`src/rtl/core/ripq_pkg.sv`:
```
package ripq_pkg;

    localparam int RND_W  = 16;
    localparam int VAL_W  = 8;
    localparam int CNT_OUT_W = 7;

    localparam logic ACT_ADD  = 1'b0;
    localparam logic ACT_TAKE = 1'b1;

    localparam logic [1:0] STATUS_OK    = 2'd0;
    localparam logic [1:0] STATUS_EMPTY = 2'd1;
    localparam logic [1:0] STATUS_FULL  = 2'd2;

    typedef enum logic [2:0]
    {
        ST_IDLE,
        ST_DIV,
        ST_SHIFT,
        ST_WRITE,
        ST_TAKE,
        ST_DONE
    } ripq_state_t;

endpackage

```
`src/rtl/core/ripq_ram.sv`:
```
module ripq_ram #(
    parameter int WIDTH = 8,
    parameter int DEPTH = 64
) (
    input  logic                     clk,
    input  logic                     wr_en,
    input  logic [$clog2(DEPTH)-1:0] wr_addr,
    input  logic [WIDTH-1:0]         wr_data,
    input  logic [$clog2(DEPTH)-1:0] rd_addr,
    output logic [WIDTH-1:0]         rd_data
);

    logic [WIDTH-1:0] mem_reg [DEPTH];
    logic [WIDTH-1:0] rd_data_reg;

    always_ff @(posedge clk)
    begin
        if (wr_en)
        begin
            mem_reg[wr_addr] <= wr_data;
        end
        rd_data_reg <= mem_reg[rd_addr];
    end

    assign rd_data = rd_data_reg;

endmodule

```
`src/rtl/core/random_insert_pool_queue.sv`:
```
// Ordered pool of up to CAPACITY byte entries kept as a ring in one memory with one write
// port and one registered read port. An add reduces random_value modulo (count + 1) one
// quotient bit per cycle, then moves each entry from the back down to that place back by one
// place (up to CAPACITY - 1 entries, overlapping read and write of the shift), then writes
// the new entry into the freed place. A take reads the front entry; a rejected item goes
// straight to its result. Items are handled one at a time, and a finished result sits in an
// output register while the next item is taken in. The memory needs no clearing after reset
// since only entries below the count are ever read.
module random_insert_pool_queue
    import ripq_pkg::*;
#(
    parameter int CAPACITY = 64
) (
    input  logic        clk,
    input  logic        rst_n,
    input  logic        s_axis_tvalid,
    output logic        s_axis_tready,
    input  logic [23:0] s_axis_tdata,  // entry_value [7:0], random_value [23:8]
    input  logic        s_axis_tuser,  // action [0]
    output logic        m_axis_tvalid,
    input  logic        m_axis_tready,
    output logic [15:0] m_axis_tdata,  // taken_value [7:0], entry_count [14:8], single_left [15]
    output logic [1:0]  m_axis_tuser   // status [1:0]
);

    localparam int AW = $clog2(CAPACITY);
    localparam int CW = $clog2(CAPACITY + 1);
    localparam int SW = $clog2(RND_W);
    localparam int DEPTH = 1 << AW;

    ripq_state_t state_reg, state_next;

    logic [CW-1:0]    count_reg, count_next;
    logic [AW-1:0]    head_reg, head_next;
    logic [VAL_W-1:0] val_reg, val_next;
    logic [RND_W-1:0] quo_reg, quo_next;
    logic [CW-1:0]    rem_reg, rem_next;
    logic [CW-1:0]    div_reg, div_next;
    logic [SW-1:0]    step_reg, step_next;
    logic [AW-1:0]    pos_reg, pos_next;
    logic [AW-1:0]    src_reg, src_next;
    logic [AW-1:0]    last_reg, last_next;
    logic             more_reg, more_next;
    logic             pend_reg, pend_next;
    logic [VAL_W-1:0] res_taken_reg, res_taken_next;
    logic [1:0]       res_status_reg, res_status_next;

    logic             out_valid_reg, out_valid_next;
    logic [15:0]      out_data_reg, out_data_next;
    logic [1:0]       out_user_reg, out_user_next;

    logic             ram_wr_en;
    logic [AW-1:0]    ram_wr_addr;
    logic [VAL_W-1:0] ram_wr_data;
    logic [AW-1:0]    ram_rd_addr;
    logic [VAL_W-1:0] ram_rd_data;

    logic [CW:0]      div_shifted;
    logic [CW:0]      div_diff;
    logic [CW-1:0]    rem_step;
    logic [CW+6:0]    count_ext;

    // One restoring step of the remainder: bring down the next dividend bit and subtract
    // the divisor where it fits.
    assign div_shifted = {rem_reg, quo_reg[RND_W-1]};
    assign div_diff    = div_shifted - {1'b0, div_reg};
    assign rem_step    = div_diff[CW] ? div_shifted[CW-1:0] : div_diff[CW-1:0];

    assign count_ext = {{CNT_OUT_W{1'b0}}, count_reg};

    ripq_ram #(
        .WIDTH (VAL_W),
        .DEPTH (DEPTH)
    ) u_slot_ram (
        .clk     (clk),
        .wr_en   (ram_wr_en),
        .wr_addr (ram_wr_addr),
        .wr_data (ram_wr_data),
        .rd_addr (ram_rd_addr),
        .rd_data (ram_rd_data)
    );

    always_ff @(posedge clk or negedge rst_n)
    begin
        if (!rst_n)
        begin
            state_reg     <= ST_IDLE;
            count_reg     <= '0;
            head_reg      <= '0;
            more_reg      <= 1'b0;
            pend_reg      <= 1'b0;
            out_valid_reg <= 1'b0;
        end
        else
        begin
            state_reg     <= state_next;
            count_reg     <= count_next;
            head_reg      <= head_next;
            more_reg      <= more_next;
            pend_reg      <= pend_next;
            out_valid_reg <= out_valid_next;
        end
    end

    always_ff @(posedge clk)
    begin
        val_reg        <= val_next;
        quo_reg        <= quo_next;
        rem_reg        <= rem_next;
        div_reg        <= div_next;
        step_reg       <= step_next;
        pos_reg        <= pos_next;
        src_reg        <= src_next;
        last_reg       <= last_next;
        res_taken_reg  <= res_taken_next;
        res_status_reg <= res_status_next;
        out_data_reg   <= out_data_next;
        out_user_reg   <= out_user_next;
    end

    always_comb
    begin
        state_next      = state_reg;
        count_next      = count_reg;
        head_next       = head_reg;
        val_next        = val_reg;
        quo_next        = quo_reg;
        rem_next        = rem_reg;
        div_next        = div_reg;
        step_next       = step_reg;
        pos_next        = pos_reg;
        src_next        = src_reg;
        last_next       = last_reg;
        more_next       = more_reg;
        pend_next       = pend_reg;
        res_taken_next  = res_taken_reg;
        res_status_next = res_status_reg;
        out_data_next   = out_data_reg;
        out_user_next   = out_user_reg;
        out_valid_next  = out_valid_reg;

        ram_wr_en   = 1'b0;
        ram_wr_addr = head_reg + last_reg + AW'(1);
        ram_wr_data = ram_rd_data;
        ram_rd_addr = head_reg;

        if (out_valid_reg && m_axis_tready)
        begin
            out_valid_next = 1'b0;
        end

        case (state_reg)
            ST_IDLE:
            begin
                if (s_axis_tvalid)
                begin
                    val_next        = s_axis_tdata[VAL_W-1:0];
                    quo_next        = s_axis_tdata[VAL_W+RND_W-1:VAL_W];
                    rem_next        = '0;
                    step_next       = '0;
                    div_next        = count_reg + CW'(1);
                    res_taken_next  = '0;
                    res_status_next = STATUS_OK;
                    if (s_axis_tuser == ACT_TAKE)
                    begin
                        if (count_reg == '0)
                        begin
                            res_status_next = STATUS_EMPTY;
                            state_next      = ST_DONE;
                        end
                        else
                        begin
                            // The front entry is being read at this edge.
                            state_next = ST_TAKE;
                        end
                    end
                    else if (count_reg == CW'(CAPACITY))
                    begin
                        res_status_next = STATUS_FULL;
                        state_next      = ST_DONE;
                    end
                    else
                    begin
                        state_next = ST_DIV;
                    end
                end
            end

            ST_DIV:
            begin
                rem_next  = rem_step;
                quo_next  = quo_reg << 1;
                step_next = step_reg + SW'(1);
                if (step_reg == SW'(RND_W - 1))
                begin
                    pos_next  = rem_step[AW-1:0];
                    src_next  = count_reg[AW-1:0] - AW'(1);
                    more_next = 1'b1;
                    pend_next = 1'b0;
                    if (rem_step == count_reg)
                    begin
                        state_next = ST_WRITE;
                    end
                    else
                    begin
                        state_next = ST_SHIFT;
                    end
                end
            end

            ST_SHIFT:
            begin
                // Each cycle reads one entry and writes back the one read in the cycle before,
                // one place further from the front.
                if (pend_reg)
                begin
                    ram_wr_en = 1'b1;
                end
                if (more_reg)
                begin
                    ram_rd_addr = head_reg + src_reg;
                    last_next   = src_reg;
                    pend_next   = 1'b1;
                    if (src_reg == pos_reg)
                    begin
                        more_next = 1'b0;
                    end
                    else
                    begin
                        src_next = src_reg - AW'(1);
                    end
                end
                else
                begin
                    pend_next  = 1'b0;
                    state_next = ST_WRITE;
                end
            end

            ST_WRITE:
            begin
                ram_wr_en   = 1'b1;
                ram_wr_addr = head_reg + pos_reg;
                ram_wr_data = val_reg;
                count_next  = count_reg + CW'(1);
                state_next  = ST_DONE;
            end

            ST_TAKE:
            begin
                res_taken_next = ram_rd_data;
                head_next      = head_reg + AW'(1);
                count_next     = count_reg - CW'(1);
                state_next     = ST_DONE;
            end

            ST_DONE:
            begin
                if (!out_valid_reg || m_axis_tready)
                begin
                    out_valid_next = 1'b1;
                    out_data_next  = {(count_reg == CW'(1)), count_ext[CNT_OUT_W-1:0],
                                      res_taken_reg};
                    out_user_next  = res_status_reg;
                    state_next     = ST_IDLE;
                end
            end

            default:
            begin
                state_next = ST_IDLE;
            end
        endcase
    end

    assign s_axis_tready = (state_reg == ST_IDLE);
    assign m_axis_tvalid = out_valid_reg;
    assign m_axis_tdata  = out_data_reg;
    assign m_axis_tuser  = out_user_reg;

endmodule

```
`config.mk`:
```
export PLATFORM = sky130hd
export DESIGN_NAME = random_insert_pool_queue
export DESIGN_NICKNAME = d
export VERILOG_FILES = /design/src/rtl/core/ripq_pkg.sv /design/src/rtl/core/ripq_ram.sv /design/src/rtl/core/random_insert_pool_queue.sv
export SDC_FILE = /design/constraint.sdc
export NUM_CORES = 1
export LEC_CHECK = 0
export BUFFER_PORTS_ARGS = -buffer_cell sky130_fd_sc_hd__buf_2
export CORE_ASPECT_RATIO = 0.5
export CORE_MARGIN = 2
export CORE_UTILIZATION = 65
export DETAILED_ROUTE_END_ITERATION = 16
export PLACE_DENSITY_LB_ADDON = 0.12
export SLEW_MARGIN = 20
export SYNTH_ARGS = -nofsm -noshare
export SYNTH_HDL_FRONTEND = slang
export SYNTH_SLANG_ARGS = --single-unit
```
`constraint.sdc`:
```
create_clock -name clk -period 9.95 [get_ports clk]
set_clock_uncertainty 0.15 [all_clocks]
set_input_delay 2.4875 -clock clk [delete_from_list [all_inputs] [get_ports clk]]
set_output_delay 2.4875 -clock clk [all_outputs]
set_load 0.01 [all_outputs]
```
=== Word level (Yosys, flattened, before mapping) ===
Memories as Yosys holds them, arrays and structs flattened. A register that Yosys moved wholly into a read port is not among the register bits.
Cells that the tools add are included.
W data, S select, Z words.

* Multipliers: 0
* Shift-type cells: 0
* $add $sub $neg: 11
* Divide/modulo/power cells: 0
* Reduce and logical (&&, ||, !) cells: 19
* Eq/ne operators: 16
* Mux-type cells: 44
* Order comparisons: 0
* Bitwise operators: 0

{| class="wikitable"
|+ Operator list
! cell !! count
|-
| $mux W6 || 6
|-
| $pmux W16 S2 || 1
|-
| $pmux W7 S2 || 2
|-
| $add A6 B6 Y6 || 3
|-
| $mux W3 || 6
|-
| $mux W16 || 1
|-
| $mux W8 || 2
|-
| $pmux W8 S2 || 1
|-
| $pmux W3 S5 || 1
|-
| $mux W1 || 14
|-
| $mux W7 || 2
|-
| $reduce_and A2 Y1 || 7
|-
| $add A6 B1 Y6 const B || 2
|-
| $ne A2 B2 Y1 const B || 6
|-
| $pmux W6 S2 || 1
|-
| $sub A6 B1 Y6 const B || 2
|-
| $pmux W4 S2 || 1
|-
| $reduce_and A4 Y1 || 2
|-
| $reduce_bool A2 Y1 || 4
|-
| $sub A8 B7 Y8 || 1
|-
| $add A7 B1 Y7 const B || 1
|-
| $eq A7 B1 Y1 const B || 1
|-
| $eq A7 B7 Y1 || 1
|-
| $eq A7 B7 Y1 const B || 1
|-
| other kinds (16) || 21
|}

* Bits in writable memories: 512
* Register bits: 107
* Memories: 1
* Bits in latches: 0
* Logic and storage cells: 109
* ROM bits: 0
* Input port bits: 29
* Output and inout port bits: 20

{| class="wikitable"
|+ Memories
! name !! depth !! width !! read ports !! clocked after Yosys merged registers in !! wr ports !! line !! text
|-
| u_slot_ram.mem_reg || 64 || 8 || 1 || 1 || 1 || ripq_ram.sv:13 || <nowiki>logic [WIDTH-1:0] mem_reg [DEPTH];</nowiki>
|}

=== Depth between registers and ports, before layout ===
* Depth after elaboration: 6
* Depth in mapped cells: 13
* Mapped depth without buffers: 11

=== Cells and area by module ===
A second synthesis with hierarchy kept.

* Cells, all modules: 1480
* Area, all modules: 25951.1 µm²

{| class="wikitable"
|+ By module, submodules not included
! module !! times used !! cells an instance !! area each (µm²) !! sequential area each (µm²)
|-
| ripq_ram || 1 || 940 || 20166.8 || 15534.9
|-
| random_insert_pool_queue || 1 || 540 || 5784.3 || 3118.0
|}

=== Least setup slack after synthesis ===
OpenSTA, ideal clock, no wires.

* Path kind: input port to flip-flop
* Start point: in m_axis_tready
* End point: reg out_data_reg[0], in the netlist m_axis_tdata[0], enable pin
* Data required time: 9.384 ns
* Arrival time: 3.829 ns
* Library setup time: 0.416 ns
* Path slack: 5.555 ns
* Buffers on the path: 0
* Stages: 2
* Cells stage by stage: nor2b_1 > nor3_1

* Longest elaborated chain between the ends: 2

{| class="wikitable"
|+ RTL lines
! what !! line !! text
|-
| from (decl) || random_insert_pool_queue.sv:21 || <nowiki>input logic m_axis_tready,</nowiki>
|-
| $logic_or A1 B1 Y1 || random_insert_pool_queue.sv:259 || <nowiki>if (!out_valid_reg || m_axis_tready)</nowiki>
|-
| $reduce_and A2 Y1 (no line) || -- ||
|-
| to (signal assigned) || random_insert_pool_queue.sv:117 || <nowiki>out_data_reg <= out_data_next;</nowiki>
|-
| to (decl) || random_insert_pool_queue.sv:49 || <nowiki>logic [15:0] out_data_reg, out_data_next;</nowiki>
|}

No other way between the ends.
A chain may end at the register's enable or synchronous reset.

=== Worst setup path after layout ===
* Start point: reg head_reg[0]
* End point: reg u_slot_ram.rd_data_reg[2], in the netlist u_slot_ram.rd_data[2] (read register of u_slot_ram.mem_reg)

* Longest elaborated chain between the ends: 3

{| class="wikitable"
|+ RTL lines
! what !! line !! text
|-
| from (decl) || random_insert_pool_queue.sv:34 || <nowiki>logic [AW-1:0] head_reg, head_next;</nowiki>
|-
| from (signal assigned) || random_insert_pool_queue.sv:98 || <nowiki>head_reg <= head_next;</nowiki>
|-
| $add A6 B6 Y6 || random_insert_pool_queue.sv:221 || <nowiki>ram_rd_addr = head_reg + src_reg;</nowiki>
|-
| $mux W6 || random_insert_pool_queue.sv:219 || <nowiki>if (more_reg)</nowiki>
|-
| $mux W6 (*) || random_insert_pool_queue.sv:152 || <nowiki>case (state_reg)</nowiki>
|-
| to (decl) || ripq_ram.sv:14 || <nowiki>logic [WIDTH-1:0] rd_data_reg;</nowiki>
|}

Mark *: on every way between the ends. The rest lies on a longest branch, timed or not.

==> summary.md <==
| Metric | Value |
|---|---|
| Reg2Reg Depth | `9` |
| Max FFs per register | `512` |
| Core box area | `0.0407 sq mm` |
| Sequential cell area | `0.0187 sq mm` |
| Hold path cells | `0` |
| CTS clk-pin slew, worst paths | `0.07 ns` |
| Die height | `148 um` |
| DRT antenna net count | `0` |
| Worst Setup End Kind | `flop` |
| Status | `complete, no violations` |
| Fillers | `2,658` |
| Synth top area share | `0.666` |
| Tmin final | `4.80 ns` |
| Async SR Flop Fraction | `0.0303` |
| Wire length per cell | `24.9 um` |
| Non-filler cells, final | `2,650` |
| Gr ovfl total | `0` |
| Inserted Clock Buffers | `52` |
| Reg2reg end | `u_slot_ram.rd_data[2]$_DFF_P_` |
| FMAX | `208 MHz` |
| Worst Hold Class | `flop to flop` |
| Yosys warns | `0` |
| Root buffer cell | `clkbuf_16` |
| Synth Area per Inst | `13.3 sq um` |
| DP HPWL | `39,800 um` |
| Commonest cells in the netlist | `600 x edfxtp_1, 373 x nand2_1, 157 x nand3_1` |
| Final setup vio count | `0` |
| Internal reg-to-reg setup slack | `5.15 ns` |
| Routability cong. | `0.856` |
| DIE AREA | `0.0433 sq mm` |
| CTS H-tree depth | `2` |
| Hold_ws | `0.268 ns` |
| Fin crit share | `0.483` |
| Placed cells | `2,547` |
| CP Class | `flop to flop` |
| DR iter-0 viols | `2,326` |
| Clk_lat worst skew | `0.61 ns` |
| Worst Setup Start Kind | `flop` |
| Area delta synth->final | `8.91%` |
| Post-Synthesis Cell Area | `0.0270 sq mm` |
| Crit path max fanout | `105` |
| Vias | `17.2k` |
| Crit path arrival time | `5.13 ns` |
| Worst-Margin Slew | `1.12 ns` |
| CTS sink cnt | `627` |
| Detailed Routing Iterations Pass 1 | `5` |
| RSZ-0062 raised after global routing | `no` |
| Num rows | `52` |
| Post-synthesis cell count | `2,040` |
| Register area share after synthesis | `0.690` |
| # IOs | `49` |
| Rel. slew slack | `0.251` |
| CTS tree | `built` |
| HP Start | `res_taken_reg[0]$_SDFFCE_PN0P_` |
| Synthesized flop and latch total | `627` |
| PwrDens | `291 mW/mm^2` |
| DRC Markers | `0` |
| Post-synth top area cell | `edfxtp_1` |
| Layout cells sized above 1 | `0.0969` |
| Initial Utilization | `0.664` |
| CTS Buffer Depth | `3` |
| Critical Path RT | `10.28 ns` |
| Area contributors post-synth | `edfxtp_1 67%, nand2_1 5.2%, mux2i_1 5.0%` |
| Total Routing Usage GR | `0.307` |
| Wirelength, routed | `65,900 um` |
| Nets | `2,124` |
| DR vias/cell | `6.48` |
| Lkg Pwr | `10.4 nW` |
| Hold Vio Cnt, Final | `0` |
| Vias in the first global route | `16.3k` |
| Worst VDD drop | `0.000235 V` |
| Max Cap Viol | `0` |
| Worst r2r src | `head_reg[0]$_DFFE_PN0P_` |
| Largest net degree at the start of global routing | `106` |
| Footprint of the multi-input gates | `0.00776 sq mm` |
| Initial antenna violation count | `3` |
| Slew Viols, Final | `0` |
| Hold Buf Count CTS | `0` |
| Postcts setup bufs | `0` |
| Design Power | `0.00857 W` |
| Setup TNS | `0 ns` |
| EDFF count, synth | `600` |
| Count of cell types in the netlist | `76` |
| Dominant synthesized flop cell | `edfxtp_1` |
| I/O Buffers | `48` |
| CTS resizes | `0` |
| Post-Syn Nets | `2,103` |
| Most common cell in the netlist | `edfxtp_1` |
| Die W | `292 um` |
| End point of the worst hold path | `m_axis_tdata[0]$_DFFE_PP_` |
| Global-route wire length before repair | `99,500 um` |
## metrics by stage
step           instance area [sq um]  setup slack, ns  utilization
6_report                       29400             5.15        0.723
5_1_grt                        29400             4.91        0.723
4_1_cts                        29400             5.22        0.723
3_5_place_dp                   27600             5.26        0.678
3_3_place_gp                   27600             5.29        0.678
2_1_floorplan                  27000             5.56            -
## cells by family after synthesis
group / count (synthesis) / share of synthesized area
buffers and inverters: 135 / 0.0249
AND/OR/NAND/NOR: 774 / 0.129
XOR/XNOR: 43 / 0.0142
flip-flops: 627 / 0.690
adder cells (fa/ha/maj): 34 / 0.0168
multiplexers: 161 / 0.0622
AO/OA/AOI/OAI: 266 / 0.0625
## where the power goes
group	leakage (nW)	internal [W]	switching (W)
Combinational	3.78	0.000818	0.00188
Sequential	5.76	0.00349	0.000208
Clock	0.871	0.00123	0.000947
## how the worst max path moves through the flow
stage                        startpoint                            end  slack [ns]  depth (start not counted)
6_report        head_reg[0]$_DFFE_PN0P_  u_slot_ram.rd_data[2]$_DFF_P_        5.15                          9
3_3_place_gp   state_reg[0]$_DFFE_PN0P_  u_slot_ram.rd_data[0]$_DFF_P_        5.29                          9
3_5_place_dp    head_reg[0]$_DFFE_PN0P_  u_slot_ram.rd_data[2]$_DFF_P_        5.26                          9
4_1_cts         head_reg[0]$_DFFE_PN0P_  u_slot_ram.rd_data[2]$_DFF_P_        5.22                          9
2_1_floorplan             m_axis_tready      m_axis_tdata[0]$_DFFE_PP_        5.56                          2
5_1_grt         head_reg[0]$_DFFE_PN0P_  u_slot_ram.rd_data[2]$_DFF_P_        4.91                          9
## cell type report
cell class	count	area share
timing repair buffer	71	0.0140
tap	540	0.0229
clock inverter	32	0.0126
clock buffer	66	0.0488
inverter	31	0.00404
multi-input combinational	1278	0.264
sequential	627	0.633
antenna	5	0.000425
## cells in the final DEF (no fill, tap or decap), types with 30 or more instances in the layout
cell	instances
ha_1	30
a21oi_1	114
clkbuf_16	54
inv_1	30
buf_2	48
nand3_1	157
mux2i_1	134
nor2_1	109
nand2_1	364
edfxtp_1	600
## metal layers
layer,track usage,wire length [um]
met1,0.450,26800
met5,0,27
met4,0.0997,1890
met3,0.0758,7930
met2,0.461,29300
## critical path, cell delays in order (launching register included)
cell and delay (ns):
dfrtp_1 0.60, ha_1 0.35, fa_1 0.72, mux2_8 0.77, buf_4 0.70, mux2i_1 0.26, mux2i_1 0.09, mux2i_1 0.20
o22ai_1 0.14, or4_1 0.54
No activity file was read; power rests on OpenSTA's default activity.
